$ cat src/hdl/lbh_pkg.sv
// ----------------------------------------------------------------------------
// lbh_pkg
// shared types, codes and constants of the letter and bigram histogram
// ----------------------------------------------------------------------------
package lbh_pkg;

  localparam int COUNT_BITS_DEFAULT = 32;
  localparam int LETTERS            = 26;
  localparam int PAIRS              = LETTERS * LETTERS;
  localparam int LETTER_IDX_BITS    = $clog2(LETTERS);
  localparam int PAIR_IDX_BITS      = $clog2(PAIRS);
  localparam int QUEUE_DEPTH        = 4;
  localparam int OUT_BITS           = 32;

  localparam logic [1:0] OP_TEXT        = 2'd0;
  localparam logic [1:0] OP_READ_LETTER = 2'd1;
  localparam logic [1:0] OP_READ_PAIR   = 2'd2;
  localparam logic [1:0] OP_CLEAR       = 2'd3;

  localparam logic [7:0] CHAR_UPPER_A = 8'h41;
  localparam logic [7:0] CHAR_UPPER_Z = 8'h5a;
  localparam logic [7:0] CHAR_LOWER_A = 8'h61;
  localparam logic [7:0] CHAR_LOWER_Z = 8'h7a;
  localparam logic [7:0] CASE_OFFSET  = 8'h20;

  localparam logic [LETTER_IDX_BITS-1:0] LAST_LETTER = LETTER_IDX_BITS'(LETTERS - 1);
  localparam logic [PAIR_IDX_BITS-1:0]   LAST_PAIR   = PAIR_IDX_BITS'(PAIRS - 1);

  typedef enum logic [1:0] {
    KIND_TEXT,
    KIND_READ_LETTER,
    KIND_READ_PAIR,
    KIND_CLEAR
  } lbh_kind_t;

  typedef enum logic [1:0] {
    ST_SWEEP,
    ST_IDLE,
    ST_EXEC
  } lbh_state_t;

  typedef struct packed {
    lbh_kind_t                  kind;
    logic [LETTER_IDX_BITS-1:0] letter_idx;
    logic [PAIR_IDX_BITS-1:0]   pair_idx;
    logic                       letter_en;
    logic                       pair_en;
    logic                       zero;
  } lbh_item_t;

  typedef struct packed {
    logic clearing;
  } lbh_status_t;

endpackage

$ cat src/hdl/lbh_queue.sv
// ----------------------------------------------------------------------------
// lbh_queue
// short fifo of classified transactions between front and back
// ----------------------------------------------------------------------------
module lbh_queue import lbh_pkg::*; (
  input  logic      clk,
  input  logic      rst,
  input  logic      push,
  input  lbh_item_t item_in,
  input  logic      pop,
  output lbh_item_t head,
  output logic      empty,
  output logic      full
);

  localparam int PTR_BITS = $clog2(QUEUE_DEPTH);
  localparam int CNT_BITS = $clog2(QUEUE_DEPTH + 1);

  lbh_item_t           entries [QUEUE_DEPTH];
  logic [PTR_BITS-1:0] wr_ptr;
  logic [PTR_BITS-1:0] rd_ptr;
  logic [CNT_BITS-1:0] fill;

  assign head  = entries[rd_ptr];
  assign empty = fill == '0;
  assign full  = fill == CNT_BITS'(QUEUE_DEPTH);

  always_ff @(posedge clk) begin
    if (push) begin
      entries[wr_ptr] <= item_in;
    end
  end

  always_ff @(posedge clk) begin
    if (rst) begin
      wr_ptr <= '0;
      rd_ptr <= '0;
      fill   <= '0;
    end else begin
      if (push) begin
        wr_ptr <= (wr_ptr == PTR_BITS'(QUEUE_DEPTH - 1)) ? '0 : wr_ptr + 1'b1;
      end
      if (pop) begin
        rd_ptr <= (rd_ptr == PTR_BITS'(QUEUE_DEPTH - 1)) ? '0 : rd_ptr + 1'b1;
      end
      if (push && !pop) begin
        fill <= fill + 1'b1;
      end else if (pop && !push) begin
        fill <= fill - 1'b1;
      end
    end
  end

endmodule

$ cat config.mk
export PLATFORM = sky130hd
export DESIGN_NAME = lbh_queue
export DESIGN_NICKNAME = d
export VERILOG_FILES = /design/src/hdl/lbh_pkg.sv /design/src/hdl/lbh_queue.sv
export SDC_FILE = /design/constraint.sdc
export NUM_CORES = 1
export LEC_CHECK = 0
export BUFFER_PORTS_ARGS = -buffer_cell sky130_fd_sc_hd__buf_2
export CORE_ASPECT_RATIO = 0.6
export CORE_MARGIN = 2
export CORE_UTILIZATION = 50
export DETAILED_ROUTE_END_ITERATION = 16
export PLACE_DENSITY = 0.71
export SLEW_MARGIN = 20
export SYNTH_ARGS = -nofsm -noshare
export SYNTH_HDL_FRONTEND = slang
export SYNTH_SLANG_ARGS = --single-unit
$ cat constraint.sdc
create_clock -name clk -period 2.15 [get_ports clk]
set_input_delay 0.3225 -clock clk [delete_from_list [all_inputs] [get_ports clk]]
set_output_delay 0.3225 -clock clk [all_outputs]
set_load 0.005 [all_outputs]
==> out/metrics.yaml <==
outcome: "finished clean"
grt_pass1_vias: 1686
synth_cells: 148
gp_congestion: 0.777
grt_pass1_wl_mm: 8.36
cts_buffers: 9
max_freq_mhz: 515
r2r_slack_ns: 0.37
power_leakage_nw: 1.34
stdcell_count: 295
wl_per_cell_um: 17.9
holdPathEnd: "entries[1][2]$_DFFE_PP_"
m1WireLength_mm: 2.29
yosys-top-cells-area: "edfxtp_1, mux4_2, dfxtp_1"
antenna_cells: 0
core_area_um2: 6280
antenna_found_initial: 0
tritoncts: "done"
firstDrtPassIters: 5
dp_hpwl_mm: 3.59
synth.avg_cell_area_um2: 22.5
path_max_fanout: 11
vias: 1557
h-tree-depth: 3
crit_type: "reg -> out"
hold_viol_final: 0
antenna_left: 0
setup_viol: 0
slew_viol_final: 0
cp.required_ns: 1.83
fin_ws_ns: 0.210
dr_wl_met3_um: 308
die_h_um: 67.2
highest_layer: "met4"
cts_num_sinks: 89
period_minus_slack_ns: 1.94
reg2reg_depth: 3
syn_area_um2: 3330
wl_met2_mm: 2.59
die-width_um: 109
min_path_type: "in -> reg"
crit-reg2reg-capture: "entries[0][18]$_DFFE_PP_"
clkLatencyLatePin_ns: 0.34
skew_ns: 0.00689
worst-slew-pin-transition_ns: 1.03
ys_types: 17
clock-root-buffer: "clkbuf_8"
yosysTopAreaCell: "edfxtp_1"
hp-start: "item_in[2]"
dp_slack_ns: 0.361
clk_pin_slew_ns: 0.07
yosys_warnings: 0
final_cell_area_um2: 3820
cts_resized: 0
final_nets: 237
slew_headroom_pct: 31.3
drc_errors: 0
cp_data_arrival_time_ns: 1.62
area_delta_synth_final_pct: 15.0
ys_ff_latch: 89
power_density_nw_per_um2: 849
start_util_pct: 53.0
setup-tns-final_ns: 0
postCtsSetupBuffers: 0
drive_gt1_share_pct: 38.9
wl_mm: 5.28
drt_iter0_drc: 59
start_kind: "flip-flop"
ioPinCount: 46
peakVddDrop_uv: 433
clockBufferDepth: 2
synth_nets: 179
fin_crit_sh_pct: 90.3
end_kind: "primary output"
rsz0062_at_grt: "false"
rows: 22
grt_start_max_net_pins: 21
cts_hold_buffers: 0
placed_cell_area_um2: 3670
synth_top_area_share_pct: 72.2
hold_depth: 1
grt_overflow: 0
vias_per_cell: 5.28
placed_cells: 279
max_cap_violations: 0
grt_usage_pct: 16.4
r2r_start: "wr_ptr[0]$_SDFFE_PP0P_"
dieArea_um2: 7340
yosysSeqAreaShare_pct: 77.7
io_buffers: 45
-- placed cells by master, fill, tap and decap left out, types with 6 or more instances in the layout --
cell      Yosys  final
buf_2         2     45
buf_4         0      6
clkbuf_8      0      9
dfxtp_1       9      9
edfxtp_1     80     80
ha_1          6      6
mux4_2       20     20
nor2_1        7      7
-- cells in the mapped netlist --
master / number
edfxtp_1: 80
nor2_1: 7
mux2i_1: 4
nor3_1: 1
inv_1: 4
ha_1: 6
xor2_1: 2
a21oi_1: 2
and2_1: 4
nor3b_1: 2
or3_1: 1
dfxtp_1: 9
o21ai_0: 1
buf_6: 2
mux4_2: 20
buf_2: 2
fa_1: 1
-- stage by stage --
stage	power (mW)	hold WS [ns]	utilization (%)
final	3.25	0.194	60.9
after global routing	3.39	0.181	60.9
after CTS	3.29	0.175	60.9
after detailed placement	2.38	0.494	58.5
after global placement	2.36	0.479	58.5
after floorplan	2.23	0.392	-
-- layout make-up --
type	count	area, µm²
multi-input cells	51	696
clock inverters	3	17.5
clock buffers	13	139
well taps	84	105
inverters	4	15.0
flip-flops and latches	89	2580
repair buffers	51	270
fillers	470	2450
-- where the power goes --
part           internal (mW)  total, mW  switching (mW)
clock                  0.418      0.913           0.495
sequential              1.97       2.01          0.0330
combinational          0.165      0.327           0.162
-- worst max-delay path, cell delays in order (launching register included) --
cell and delay [ns]:
dfxtp_1 0.33, buf_4 0.26, mux4_2 0.55, buf_2 0.14
-- cell families (layout without fill, tap and decap cells) --
group / after synthesis / count (layout) / share of synthesized area (%)
flip-flops: 89 / 89 / 77.7
buffers and inverters: 8 / 71 / 1.43
AND/OR/NAND/NOR: 15 / 15 / 2.33
adder cells (fa/ha/maj): 7 / 7 / 2.86
AO/OA/AOI/OAI: 3 / 3 / 0.451
XOR/XNOR: 2 / 2 / 0.527
multiplexers: 24 / 24 / 14.7
-- flip-flops by register name (all words and copies together), names as in the netlist, named ones only --
name / count
entries: 80
rd_ptr: 2
fill: 3
wr_ptr: 2
-- per-layer routing --
layer / vias up / GRT usage, %
met4: 0 / 6.80
met2: 42 / 27.5
met1: 793 / 19.8
met3: 9 / 5.69
li1: 713 / -
met5: - / 0
-- worst max-delay path by stage --
stage | startpoint | end | cells after the start
floorplan | pop | fill[2]$_SDFFE_PP0P_ | 7
global placement | pop | fill[2]$_SDFFE_PP0P_ | 8
detailed placement | pop | fill[2]$_SDFFE_PP0P_ | 8
CTS | flip-flop | head[12] | 3
global route | flip-flop | head[16] | 3
finish | flip-flop | head[12] | 3
Power figures use the tool's default switching activity.
