`src/hdl/lbh_pkg.sv`:
```
// ----------------------------------------------------------------------------
// lbh_pkg
// shared types, codes and constants of the letter and bigram histogram
// ----------------------------------------------------------------------------
package lbh_pkg;

  localparam int COUNT_BITS_DEFAULT = 32;
  localparam int LETTERS            = 26;
  localparam int PAIRS              = LETTERS * LETTERS;
  localparam int LETTER_IDX_BITS    = $clog2(LETTERS);
  localparam int PAIR_IDX_BITS      = $clog2(PAIRS);
  localparam int QUEUE_DEPTH        = 4;
  localparam int OUT_BITS           = 32;

  localparam logic [1:0] OP_TEXT        = 2'd0;
  localparam logic [1:0] OP_READ_LETTER = 2'd1;
  localparam logic [1:0] OP_READ_PAIR   = 2'd2;
  localparam logic [1:0] OP_CLEAR       = 2'd3;

  localparam logic [7:0] CHAR_UPPER_A = 8'h41;
  localparam logic [7:0] CHAR_UPPER_Z = 8'h5a;
  localparam logic [7:0] CHAR_LOWER_A = 8'h61;
  localparam logic [7:0] CHAR_LOWER_Z = 8'h7a;
  localparam logic [7:0] CASE_OFFSET  = 8'h20;

  localparam logic [LETTER_IDX_BITS-1:0] LAST_LETTER = LETTER_IDX_BITS'(LETTERS - 1);
  localparam logic [PAIR_IDX_BITS-1:0]   LAST_PAIR   = PAIR_IDX_BITS'(PAIRS - 1);

  typedef enum logic [1:0] {
    KIND_TEXT,
    KIND_READ_LETTER,
    KIND_READ_PAIR,
    KIND_CLEAR
  } lbh_kind_t;

  typedef enum logic [1:0] {
    ST_SWEEP,
    ST_IDLE,
    ST_EXEC
  } lbh_state_t;

  typedef struct packed {
    lbh_kind_t                  kind;
    logic [LETTER_IDX_BITS-1:0] letter_idx;
    logic [PAIR_IDX_BITS-1:0]   pair_idx;
    logic                       letter_en;
    logic                       pair_en;
    logic                       zero;
  } lbh_item_t;

  typedef struct packed {
    logic clearing;
  } lbh_status_t;

endpackage

```
`src/hdl/lbh_front.sv`:
```
// ----------------------------------------------------------------------------
// lbh_front
// accepts commands, folds case, classifies letters and builds table indexes
// ----------------------------------------------------------------------------
module lbh_front import lbh_pkg::*; (
  input  logic        clk,
  input  logic        rst,
  input  logic        start,
  output logic        busy,
  input  logic [1:0]  op,
  input  logic [7:0]  text_byte,
  input  logic [4:0]  first_letter,
  input  logic [4:0]  second_letter,
  input  lbh_status_t status,
  input  logic        q_full,
  output logic        push,
  output lbh_item_t   item
);

  logic                       prev_letter;
  logic [LETTER_IDX_BITS-1:0] prev_idx;
  logic [7:0]                 folded;
  logic                       cur_letter;
  logic [LETTER_IDX_BITS-1:0] cur_idx;
  logic [4:0]                 pair_a;
  logic [4:0]                 pair_b;
  logic [PAIR_IDX_BITS-1:0]   pair_idx;

  assign busy = q_full || status.clearing;
  assign push = start && !busy;

  always_comb begin
    folded = text_byte;
    if (text_byte inside {[CHAR_LOWER_A:CHAR_LOWER_Z]}) begin
      folded = text_byte - CASE_OFFSET;
    end
    cur_letter = folded inside {[CHAR_UPPER_A:CHAR_UPPER_Z]};
    cur_idx    = LETTER_IDX_BITS'(folded - CHAR_UPPER_A);
  end

  // one index multiplier shared by text pairs and pair queries
  always_comb begin
    if (op == OP_TEXT) begin
      pair_a = 5'(prev_idx);
      pair_b = 5'(cur_idx);
    end else begin
      pair_a = first_letter;
      pair_b = second_letter;
    end
    pair_idx = PAIR_IDX_BITS'(PAIR_IDX_BITS'(pair_a) * PAIR_IDX_BITS'(LETTERS))
             + PAIR_IDX_BITS'(pair_b);
  end

  always_comb begin
    item            = '0;
    item.letter_idx = first_letter;
    item.pair_idx   = pair_idx;
    case (op)
      OP_TEXT: begin
        item.kind       = KIND_TEXT;
        item.letter_idx = cur_idx;
        item.letter_en  = cur_letter;
        item.pair_en    = cur_letter && prev_letter;
      end
      OP_READ_LETTER: begin
        item.kind = KIND_READ_LETTER;
        item.zero = first_letter > 5'(LAST_LETTER);
      end
      OP_READ_PAIR: begin
        item.kind = KIND_READ_PAIR;
        item.zero = (first_letter > 5'(LAST_LETTER)) || (second_letter > 5'(LAST_LETTER));
      end
      default: begin
        item.kind = KIND_CLEAR;
      end
    endcase
  end

  always_ff @(posedge clk) begin
    if (rst) begin
      prev_letter <= 1'b0;
      prev_idx    <= '0;
    end else if (push) begin
      if (op == OP_TEXT) begin
        prev_letter <= cur_letter;
        prev_idx    <= cur_idx;
      end else if (op == OP_CLEAR) begin
        prev_letter <= 1'b0;
      end
    end
  end

endmodule

```
`config.mk`:
```
export PLATFORM = sky130hd
export DESIGN_NAME = lbh_front
export DESIGN_NICKNAME = d
export VERILOG_FILES = /design/src/hdl/lbh_pkg.sv /design/src/hdl/lbh_front.sv
export SDC_FILE = /design/constraint.sdc
export NUM_CORES = 1
export LEC_CHECK = 0
export BUFFER_PORTS_ARGS = -buffer_cell sky130_fd_sc_hd__clkbuf_2
export CORE_MARGIN = 4
export CORE_UTILIZATION = 45
export CTS_CLUSTER_DIAMETER = 80
export DETAILED_ROUTE_END_ITERATION = 6
export GPL_ROUTABILITY_DRIVEN = 0
export PLACE_DENSITY_LB_ADDON = 0.3
export SYNTH_ARGS = -nofsm -noshare
export SYNTH_HDL_FRONTEND = slang
export SYNTH_SLANG_ARGS = --single-unit
```
`constraint.sdc`:
```
create_clock -name clk -period 7.18 [get_ports clk]
set_input_delay 0.359 -clock clk [delete_from_list [all_inputs] [get_ports clk]]
set_output_delay 0.359 -clock clk [all_outputs]
set_load 0.01 [all_outputs]
```
==> results of run 1 <==
[cell usage in the layout (no fill, tap or decap)]
master	count
nor2b_1	2
xnor2_1	9
xor2_2	1
and4b_1	1
or2_2	2
nand2_1	7
and3_1	1
o21bai_1	1
inv_1	14
nand3_1	1
a211oi_2	1
o41ai_2	1
a21o_1	1
nor2_2	1
a21oi_1	6
inv_2	1
clkbuf_2	46
o21ai_0	6
a21oi_2	2
clkbuf_4	3
o211ai_1	1
fa_1	3
dfxtp_1	6
xor2_1	4
nor2_1	14
o2111ai_1	2
o21a_1	7
a211oi_1	5
o41ai_1	1
ha_1	27
nand2b_1	5
nor3_1	2
and2_1	1
o211a_1	1
mux2_2	4
[per-layer routing]
| metal | share of wire (%) | track usage (%) | up-vias |
|---|---|---|---|
| met1 | 40 | 17.4 | 500 |
| met4 | 0.28 | 0.949 | 0 |
| met3 | 7.3 | 4.14 | 2 |
| li1 | - | - | 591 |
| met5 | 0 | 0 | - |
| met2 | 52 | 32.4 | 34 |
[cell type report]
type,instances,share of cell area [%]
sequential,6,8.15
tap,30,2.55
multi-input combinational,120,68.3
clock buffer,3,1.53
timing repair buffer,46,15.6
inverter,15,3.82
[sequential cells by signal, summed over array words and instances, names as in the netlist]
| name | cells |
|---|---|
| prev_idx | 5 |
| prev_letter | 1 |
[metrics by stage]
step | setup WS (ns) | instances
floorplan | 3.48 | 144
global placement | 3.12 | 217
detailed placement | 3.05 | 217
CTS | 3.03 | 220
global route | 2.73 | 220
finish | 3.05 | 220
[synth_stat cells (3+ instances only)]
library cell and number:
a211oi_1 5, a21oi_1 6, dfxtp_1 6, fa_1 3, ha_1 27, inv_1 14, mux2_2 4, nand2_1 7
nand2b_1 5, nor2_1 14, o21a_1 7, o21ai_0 6, xnor2_1 9, xor2_1 4
[worst reg2reg max path, stage by stage (launching register included)]
cell	delay, ns
dfxtp_1	0.35
nor2_1	0.06
a211oi_1	0.23
[report_power, final]
part,leakage [nW],switching (mW),internal [mW]
Combinational,0.711,0.0847,0.0695
Clock,0.0138,0.0132,0.0190
Sequential,0.0485,0.000361,0.0340
Total,0.773,0.0982,0.122
[final timing paths]
kind	slack (ns)	from	cells after the start	to
min reg2reg	0.51	prev_idx[2]	2	prev_idx[2]
min	0.36	rst	2	prev_letter
max	3.05	op[0]	15	item[12]
max reg2reg	6.45	prev_idx[0]	2	prev_idx[0]
[cell families (layout without fill, tap and decap cells)]
logic type | Yosys count | in the layout | share of synthesized area [%]
compound gates | 35 | 35 | 21.3
mux | 4 | 4 | 3.75
buf+inv | 18 | 64 | 6.05
flops | 6 | 6 | 10.0
xor+xnor | 14 | 14 | 10.8
fa+ha+maj | 30 | 30 | 33.2
simple gates | 37 | 37 | 14.9
==> reports/qor.txt, run 1 <==
Final Cell Area -> 0.00147 sq mm
Slew Viols, Final -> 0
VDD IR max -> 0.144 mV
CTS tree -> built
Finished Core Util -> 59.0%
Largest cells by area after synthesis -> ha_1 28%, dfxtp_1 10%, xnor2_1 6.6%, fa_1 5.0%, inv_1 4.4%
#FFs+latches synth -> 6
DR vias -> 1,127
Worst Skew -> 0 ns
Worst path cell trace -> clkbuf_2 > inv_1 > ha_1 > nand2b_1 > nand2_1 > ha_1 > fa_1 > inv_1 > fa_1 > nand2b_1 > a21oi_1 > xor2_1 > nand3_1 > xnor2_1 > clkbuf_2
Drt wl/cell -> 12.8 microns
Die Y -> 59.6 microns
Crit-path slowest cell -> fa_1
Mapped cell area -> 0.00120 sq mm
Worst Path Arrival -> 3.78 ns
Fraction of layout cells with a size suffix above 1 -> 32.6%
Rows -> 18
Port Buf Inserts -> 46
Worst-path maximum fanout -> 17
Core Box Area -> 0.00250 sq mm
Slew margin rel. -> 64.3%
Clk sinks -> 6
Initial Util -> 48.0%
WHS -> 0.360 ns
Pwr dens -> 150 mW/mm^2
ANT cells -> 0
Clk_lat worst skew -> 0.25 ns
Status -> finished, final reports clean
Syn-to-layout area delta -> 22.8%
Startpoint type of the worst setup path -> primary input
Number of max-cap violations -> 0
Num CTS Buffers -> 3
CP max stage delay -> 0.54 ns
Min-Delay Path Class -> in2reg
Least-Margin Pin Slew -> 0.536 ns
Post-synthesis average cell area -> 8.33 sq um
Post-CTS sizing -> 0
Total GRT Usage -> 16.2%
Power Total -> 0.221 mW
DRT Wirelength -> 2810 microns
Cell family with most CP delay -> adder cells
Crit path buf inv count -> 4
Crit Path Class -> in2out
Area of the multi-input gates -> 0.00101 sq mm
Pleak -> 0.773 nW
Number of detailed-route iterations in the first pass -> 4
WP data required -> 6.82 ns
Fillers -> 236
Root Buffer -> clkbuf_4
Final-report hold violation count -> 0
Vias in the first global route -> 1,119
Die area -> 0.00356 sq mm
RSZ-0062 raised after global routing -> false
Post CTS Setup Buffer Count -> 0
Endpoints failing setup -> 0
Synth top area share -> 28.2%
Setup TNS -> 0 ns
Area of placed instances -> 0.00145 sq mm
Worst setup EP type -> primary output
Nets -> 247
First-pass GRT wire length -> 4520 microns
Post-synth EDFFs -> 0
Worst-path clk slew -> 0.05 ns
CTS Hold Bufs -> 0
Async SR Flop Fraction -> 0%
Iteration-0 DRC Markers -> 38
Cell taking the most area after synthesis -> ha_1
Fin crit period -> 4.13 ns
Antenna violations before repair -> 0
Seq/Total Area, Yosys -> 10.0%
Via density -> 5.12
Syn_nets -> 199
GR Overflow Total -> 0
Register Area -> 120 sq um
Post-synth cell types -> 36
# DRC -> 0
IO Count -> 47
Cell count after synthesis -> 144
Tcrit/Tclk final -> 57.6%
ANT nets after route -> 0
Die Width -> 59.6 microns
Hpwl dp -> 2500 microns
Largest net degree at the start of global routing -> 18
Dominant synthesized flop cell -> dfxtp_1
H-tree levels -> 1
Worst-case clock buffer depth -> 2
YS warnings -> 0
Peak Freq -> 242 MHz
No activity file was read; power rests on OpenSTA's default activity.
==> run 2, diff against run 1 <==
--- a/config.mk
+++ b/config.mk
@@ -7,7 +7,7 @@
 export LEC_CHECK = 0
 export BUFFER_PORTS_ARGS = -buffer_cell sky130_fd_sc_hd__clkbuf_2
 export CORE_MARGIN = 4
-export CORE_UTILIZATION = 45
+export CORE_UTILIZATION = 44
 export CTS_CLUSTER_DIAMETER = 80
 export DETAILED_ROUTE_END_ITERATION = 6
 export GPL_ROUTABILITY_DRIVEN = 0
==> constraint.sdc (replaced) <==
create_clock -name clk -period 3.4 [get_ports clk]
set_input_delay 0.17 -clock clk [delete_from_list [all_inputs] [get_ports clk]]
set_output_delay 0.17 -clock clk [all_outputs]
set_load 0.01 [all_outputs]
==> reports/qor.txt, run 2 (same netlist as run 1, synthesis figures left out) <==
Drt wl/cell -> 14.1 microns (+10%)
Initial Util -> 47.1% (-0.85 points)
H-tree levels -> 1 (unchanged)
IO Count -> 47 (unchanged)
Slew margin rel. -> 75.4% (+11 points)
Reg-to-Reg Start -> prev_idx[0]
Reg with most FFs -> prev_idx
Number of max-cap violations -> 0 (unchanged)
Largest net degree at the start of global routing -> 11 (-7)
Die Width -> 60.2 microns (+0.98%)
Sw Share -> 43.8% (-0.72 points)
Via density -> 5.31 (+3.6%)
Worst Skew -> 0 ns (unchanged)
DRT Wirelength -> 3230 microns (+15%)
Clock Power Share -> 13.5% (-1.1 points)
Fin crit period -> 3.21 ns
GR Layer Usage met2 -> 36.6% (+4.1 points)
Die Y -> 60.2 microns (+0.98%)
Die area -> 0.00363 sq mm (+2.0%)
Core Box Area -> 0.00254 sq mm (+1.8%)
Pwr dens -> 307 mW/mm^2 (+110%)
Root Buffer -> clkbuf_4
Worst-path clk slew -> 0.05 ns (about the same)
Antenna violations before repair -> 0 (unchanged)
Post-route worst setup slack -> 0.189 ns (-2.86 ns)
Peak Freq -> 311 MHz
Worst Hold Launch -> rst
Worst-case clock buffer depth -> 2 (unchanged)
Pleak -> 0.827 nW (+6.9%)
# DRC -> 0 (unchanged)
VDD IR max -> 0.255 mV (+77%)
Hpwl dp -> 2760 microns (+10%)
Fraction of layout cells with a size suffix above 1 -> 40.7% (+8.1 points)
Worst setup EP type -> primary output
First-pass GRT wire length -> 5220 microns (+15%)
Commonest non-fill, non-tap cell in the layout -> clkbuf_2
Largest register FFs -> 5 (unchanged)
Final-report hold violation count -> 0 (unchanged)
Min-Delay Path Class -> in2reg
Num CTS Buffers -> 3 (unchanged)
Most frequent cells in the layout -> 45 x clkbuf_2, 23 x ha_1, 14 x nor2_1, 12 x inv_1
P_sw -> 0.217 mW (+120%)
Rows -> 18 (unchanged)
Top Usage Layer GRT -> met2
Combinational power share -> 71.9% (+2.1 points)
Setup WS pre-CTS -> -0.0603 ns (-3.11 ns)
Crit Path Class -> in2out
Sequential power share -> 14.7% (-0.9 points)
Regs by FF count -> prev_idx x5, prev_letter x1
CTS tree -> built
Worst-path maximum fanout -> 4 (-13)
WP data required -> 3.23 ns (-3.59 ns)
ANT nets after route -> 0 (unchanged)
Worst Setup SP -> op[1]
Cell Int Power -> 0.278 mW (+130%)
GR Overflow Total -> 0 (unchanged)
Worst Path Arrival -> 3.04 ns (-0.74 ns)
Iteration-0 DRC Markers -> 27 (-29%)
Port Buf Inserts -> 46 (unchanged)
Syn-to-layout area delta -> 34.2%
Status -> finished, final reports clean
Tcrit/Tclk final -> 94.4%
Least-Margin Pin Slew -> 0.370 ns (-0.166 ns)
Grt met1 use -> 20.3% (+3.0 points)
Placed instance count -> 224 (+3.2%)
Startpoint type of the worst setup path -> primary input
Vias in the first global route -> 1,288 (+15%)
Total GRT Usage -> 18.7% (+2.5 points)
DR vias -> 1,215 (+7.8%)
Slew Viols, Final -> 0 (unchanged)
Endpoints failing setup -> 0 (unchanged)
GR Util met3 -> 3.02% (-1.1 points)
Number of detailed-route iterations in the first pass -> 4 (unchanged)
ANT cells -> 0 (unchanged)
Nets -> 256 (+3.6%)
Fin cells -> 229 (+4.1%)
Clk sinks -> 6 (unchanged)
Finished Core Util -> 63.3% (+4.3 points)
Clk_lat worst skew -> 0.24 ns (about the same)
==> run 2: cell types whose count changed in the layout (fill, tap and decap cells not counted), sizes merged <==
| cell | previous run | this run |
|---|---|---|
| buf | 0 | 10 |
| clkbuf | 49 | 48 |
==> run 2: stage by stage <==
step	hold WS, ns	setup TNS [ns]	power (mW)	cell area (sq um)
final	0.193	0	0.495	1610
after detailed placement	0.442	-0.0702	0.418	1500
after floorplan	0.242	0	0.297	1200
after global routing	0.206	-0.0232	0.542	1610
after global placement	0.438	0	0.405	1500
after CTS	0.187	0	0.490	1550
==> run 2: per-layer routing <==
| layer | share of wire, % | vias up | routed length (microns) |
|---|---|---|---|
| met2 | 55 | 37 | 1760 |
| met5 | 0 | - | 0 |
| met1 | 39 | 567 | 1260 |
| met3 | 5.2 | 4 | 168 |
| li1 | - | 607 | - |
| met4 | 1.2 | 0 | 38 |
==> run 2: final timing paths <==
check / endpoint / slack [ns] / cells after the start
hold reg to reg: prev_idx[3] / 0.50 / 2
hold / removal: prev_letter / 0.19 / 2
setup reg to reg: prev_idx[0] / 2.71 / 2
setup / recovery: item[12] / 0.19 / 15
==> run 2: area by class of cell <==
type / instances / area (sq um)
timing repair buffer: 55 / 298
inverter: 15 / 61.3
clock buffer: 3 / 22.5
multi-input combinational: 120 / 1070
tap: 30 / 37.5
sequential: 6 / 120
fill: 216 / 935
==> run 2: power by group through the flow <==
| stage | combinational, mW | clock (mW) | sequential [mW] |
|---|---|---|---|
| final | 0.356 | 0.0667 | 0.0726 |
| after global routing | 0.397 | 0.0725 | 0.0726 |
| after CTS | 0.350 | 0.0677 | 0.0725 |
| after detailed placement | 0.344 | 0 | 0.0738 |
| after global placement | 0.331 | 0 | 0.0738 |
| after floorplan | 0.223 | 0 | 0.0736 |
==> run 2: critical path, cell delays in order <==
cell      delay [ns]
clkbuf_2        0.12
inv_4           0.09
ha_4            0.15
buf_4           0.11
buf_4           0.10
mux2_2          0.37
ha_1            0.29
ha_1            0.31
ha_1            0.26
a211oi_2        0.28
o21bai_1        0.13
a21oi_2         0.17
xnor2_1         0.18
xnor2_1         0.15
buf_2           0.15
==> run 2: repair_timing <==
action,CTS,global route
endpoints found under the setup margin,2,3
pin swaps,3,4
buffers inserted,0,2
hold buffers,0,0
gates resized for setup,5,12
==> run 3, diff against run 2 <==
--- a/config.mk
+++ b/config.mk
@@ -5,12 +5,14 @@
 export SDC_FILE = /design/constraint.sdc
 export NUM_CORES = 1
 export LEC_CHECK = 0
+export ABC_CLOCK_PERIOD_IN_PS = 3400
 export BUFFER_PORTS_ARGS = -buffer_cell sky130_fd_sc_hd__clkbuf_2
 export CORE_MARGIN = 4
 export CORE_UTILIZATION = 44
 export CTS_CLUSTER_DIAMETER = 80
 export DETAILED_ROUTE_END_ITERATION = 6
 export GPL_ROUTABILITY_DRIVEN = 0
+export GPL_TIMING_DRIVEN = 0
 export PLACE_DENSITY_LB_ADDON = 0.3
 export SYNTH_ARGS = -nofsm -noshare
 export SYNTH_HDL_FRONTEND = slang
==> reports/qor.txt, run 3 (same netlist as run 1, synthesis figures left out) <==
Clock Power Share -> 12.7% (-0.8 points)
Cell mode on critical path -> buf_4
Nets -> 255 (-0.39%)
Worst-path maximum fanout -> 8 (+4)
P_sw -> 0.225 mW (+3.6%)
Grt met1 use -> 19.1% (-1.3 points)
IO Count -> 47 (unchanged)
Slew Viols, Final -> 0 (unchanged)
Fin cells -> 228 (-0.44%)
Antenna violations before repair -> 0 (unchanged)
Worst Setup SP -> op[1]
ANT cells -> 0 (unchanged)
Clk sinks -> 6 (unchanged)
Drt wl/cell -> 14.2 microns (+0.87%)
ANT nets after route -> 0 (unchanged)
DRT Wirelength -> 3240 microns (+0.43%)
Setup WS pre-CTS -> -0.402 ns (-0.342 ns)
FF-to-FF setup slack -> 2.65 ns (-0.06 ns)
Number of detailed-route iterations in the first pass -> 4 (unchanged)
Largest net degree at the start of global routing -> 11 (unchanged)
Fin crit period -> 3.33 ns (+0.124 ns)
Syn-to-layout area delta -> 35.6%
CP endpoint -> item[11]
Slew margin rel. -> 78.5% (+3.1 points)
CP max stage delay -> 0.53 ns (+0.16 ns)
H-tree levels -> 1 (unchanged)
Tcrit/Tclk final -> 98.1% (+3.6 points)
GR Util met3 -> 4.10% (+1.1 points)
Sequential power share -> 14.4% (-0.3 points)
Crit-path slowest cell -> fa_1
Hpwl dp -> 2600 microns (-5.8%)
R2r endpoint -> prev_idx[1]
Worst-path clk slew -> 0.04 ns (about the same)
Reg with most FFs -> prev_idx
Min-Delay Path Class -> in2reg
Core Box Area -> 0.00254 sq mm (unchanged)
Startpoint type of the worst setup path -> primary input
Combinational power share -> 73.0% (+1.1 points)
Least-Margin Pin Slew -> 0.320 ns (-0.0501 ns)
Num CTS Buffers -> 3 (unchanged)
Pleak -> 0.824 nW (-0.34%)
First-pass GRT wire length -> 4950 microns (-5.0%)
Vias in the first global route -> 1,184 (-8.1%)
R2R depth -> 2 (unchanged)
Root Buffer -> clkbuf_4
Die area -> 0.00363 sq mm (unchanged)
Worst Skew -> 0 ns (unchanged)
Commonest non-fill, non-tap cell in the layout -> clkbuf_2
Worst-case clock buffer depth -> 2 (unchanged)
Die Width -> 60.2 microns (unchanged)
Placed instance count -> 220 (-1.8%)
GR Layer Usage met2 -> 34.9% (-1.7 points)
Final Cell Area -> 0.00163 sq mm (+1.0%)
Total GRT Usage -> 18.3% (-0.34 points)
Clk_lat worst skew -> 0.24 ns (about the same)
Pwr dens -> 311 mW/mm^2 (+1.2%)
Final-report hold violation count -> 0 (unchanged)
CTS tree -> built
Number of max-cap violations -> 0 (unchanged)
WP data required -> 3.23 ns (about the same)
Regs by FF count -> prev_idx x5, prev_letter x1
Reg-to-Reg Start -> prev_idx[1]
Initial Util -> 47.1% (unchanged)
Worst setup EP type -> primary output
Endpoints failing setup -> 0 (unchanged)
Die Y -> 60.2 microns (unchanged)
Status -> finished, final reports clean
# DRC -> 0 (unchanged)
Largest register FFs -> 5 (unchanged)
Cell Int Power -> 0.282 mW (+1.2%)
Worst path cell trace -> clkbuf_2 > inv_2 > ha_2 > buf_6 > nand2b_1 > nand2_4 > ha_4 > fa_1 > inv_1 > fa_2 > nand2b_4 > a21oi_2 > xor2_1 > buf_4 > buf_4 > xnor2_1 > buf_2
Fraction of layout cells with a size suffix above 1 -> 41.9% (+1.2 points)
Rows -> 18 (unchanged)
Port Buf Inserts -> 46 (unchanged)
Via density -> 5.34 (+0.69%)
Worst Path Arrival -> 3.16 ns (+0.12 ns)
Worst Hold Depth -> 2 (unchanged)
Iteration-0 DRC Markers -> 31 (+15%)
Most frequent cells in the layout -> 43 x clkbuf_2, 21 x ha_1, 14 x nor2_1, 12 x inv_1, 9 x xnor2_1
Sw Share -> 44.4% (+0.59 points)
GR Overflow Total -> 0 (unchanged)
Top Usage Layer GRT -> met2
Area of placed instances -> 0.00147 sq mm (-2.4%)
VDD IR max -> 0.232 mV (-8.9%)
Crit Path Class -> in2out
Post-route worst setup slack -> 0.0651 ns (-0.124 ns)
DR vias -> 1,218 (+0.25%)
Peak Freq -> 300 MHz (-3.7%)
Setup TNS -> 0 ns (unchanged)
Fillers -> 228 (+5.6%)
## run 3: changes by cell type in the layout (fill, tap and decap cells not counted), moves of 2 or more
cell      change
buf_4         -3
buf_2         +2
clkbuf_2      -2
ha_1          -2
mux2_2        +2
mux2_4        -2
## run 3: worst max-delay path, delay by kind of cell
family,cells,cell delay [ns]
buf+inv,7,0.79
compound gates,1,0.13
simple gates,3,0.42
xor+xnor,2,0.32
fa+ha+maj,4,1.33
## run 3: cell type report
type / instances / area (sq um) / area share, %
Multi-Input combinational cell: 120 / 1090 / 66.8
Timing Repair Buffer: 51 / 270 / 16.6
Sequential cell: 6 / 120 / 7.38
Inverter: 15 / 58.8 / 3.62
Tap cell: 30 / 37.5 / 2.31
Buffer: 3 / 31.3 / 1.92
Clock buffer: 3 / 22.5 / 1.38
## run 3: repair_timing
action | CTS | global route
buffers inserted | 1 | 4
pin swaps | 3 | 4
hold buffers | 0 | 0
gates resized for setup | 10 | 15
endpoints found under the setup margin | 3 | 2
## run 3: power by group through the flow
stage / Combinational [mW] / Clock [mW] / Sequential, mW
floorplan: 0.223 / 0 / 0.0736
global placement: 0.319 / 0 / 0.0737
detailed placement: 0.329 / 0 / 0.0738
CTS: 0.342 / 0.0654 / 0.0726
global route: 0.407 / 0.0707 / 0.0727
finish: 0.369 / 0.0641 / 0.0727
## run 3: how the worst min path moves through the flow
| stage | startpoint | end | slack, ns |
|---|---|---|---|
| 2_1_floorplan | rst | prev_letter | 0.24 |
| 3_3_place_gp | rst | prev_letter | 0.44 |
| 3_5_place_dp | rst | prev_idx[2] | 0.45 |
| 4_1_cts | rst | prev_idx[3] | 0.19 |
| 5_1_grt | rst | prev_idx[3] | 0.20 |
| 6_report | rst | prev_idx[3] | 0.20 |
## run 3: metrics by stage
step	util, %	power [mW]	hold WS, ns
floorplan	-	0.297	0.242
global placement	57.7	0.393	0.439
detailed placement	57.7	0.403	0.452
CTS	60.5	0.480	0.192
global route	63.9	0.551	0.196
finish	63.9	0.506	0.195
## run 3: layer usage
metal | vias up | share of wire [%]
li1 | 614 | -
met1 | 558 | 38
met2 | 42 | 54
met3 | 4 | 7.0
met4 | 0 | 0.96
met5 | - | 0
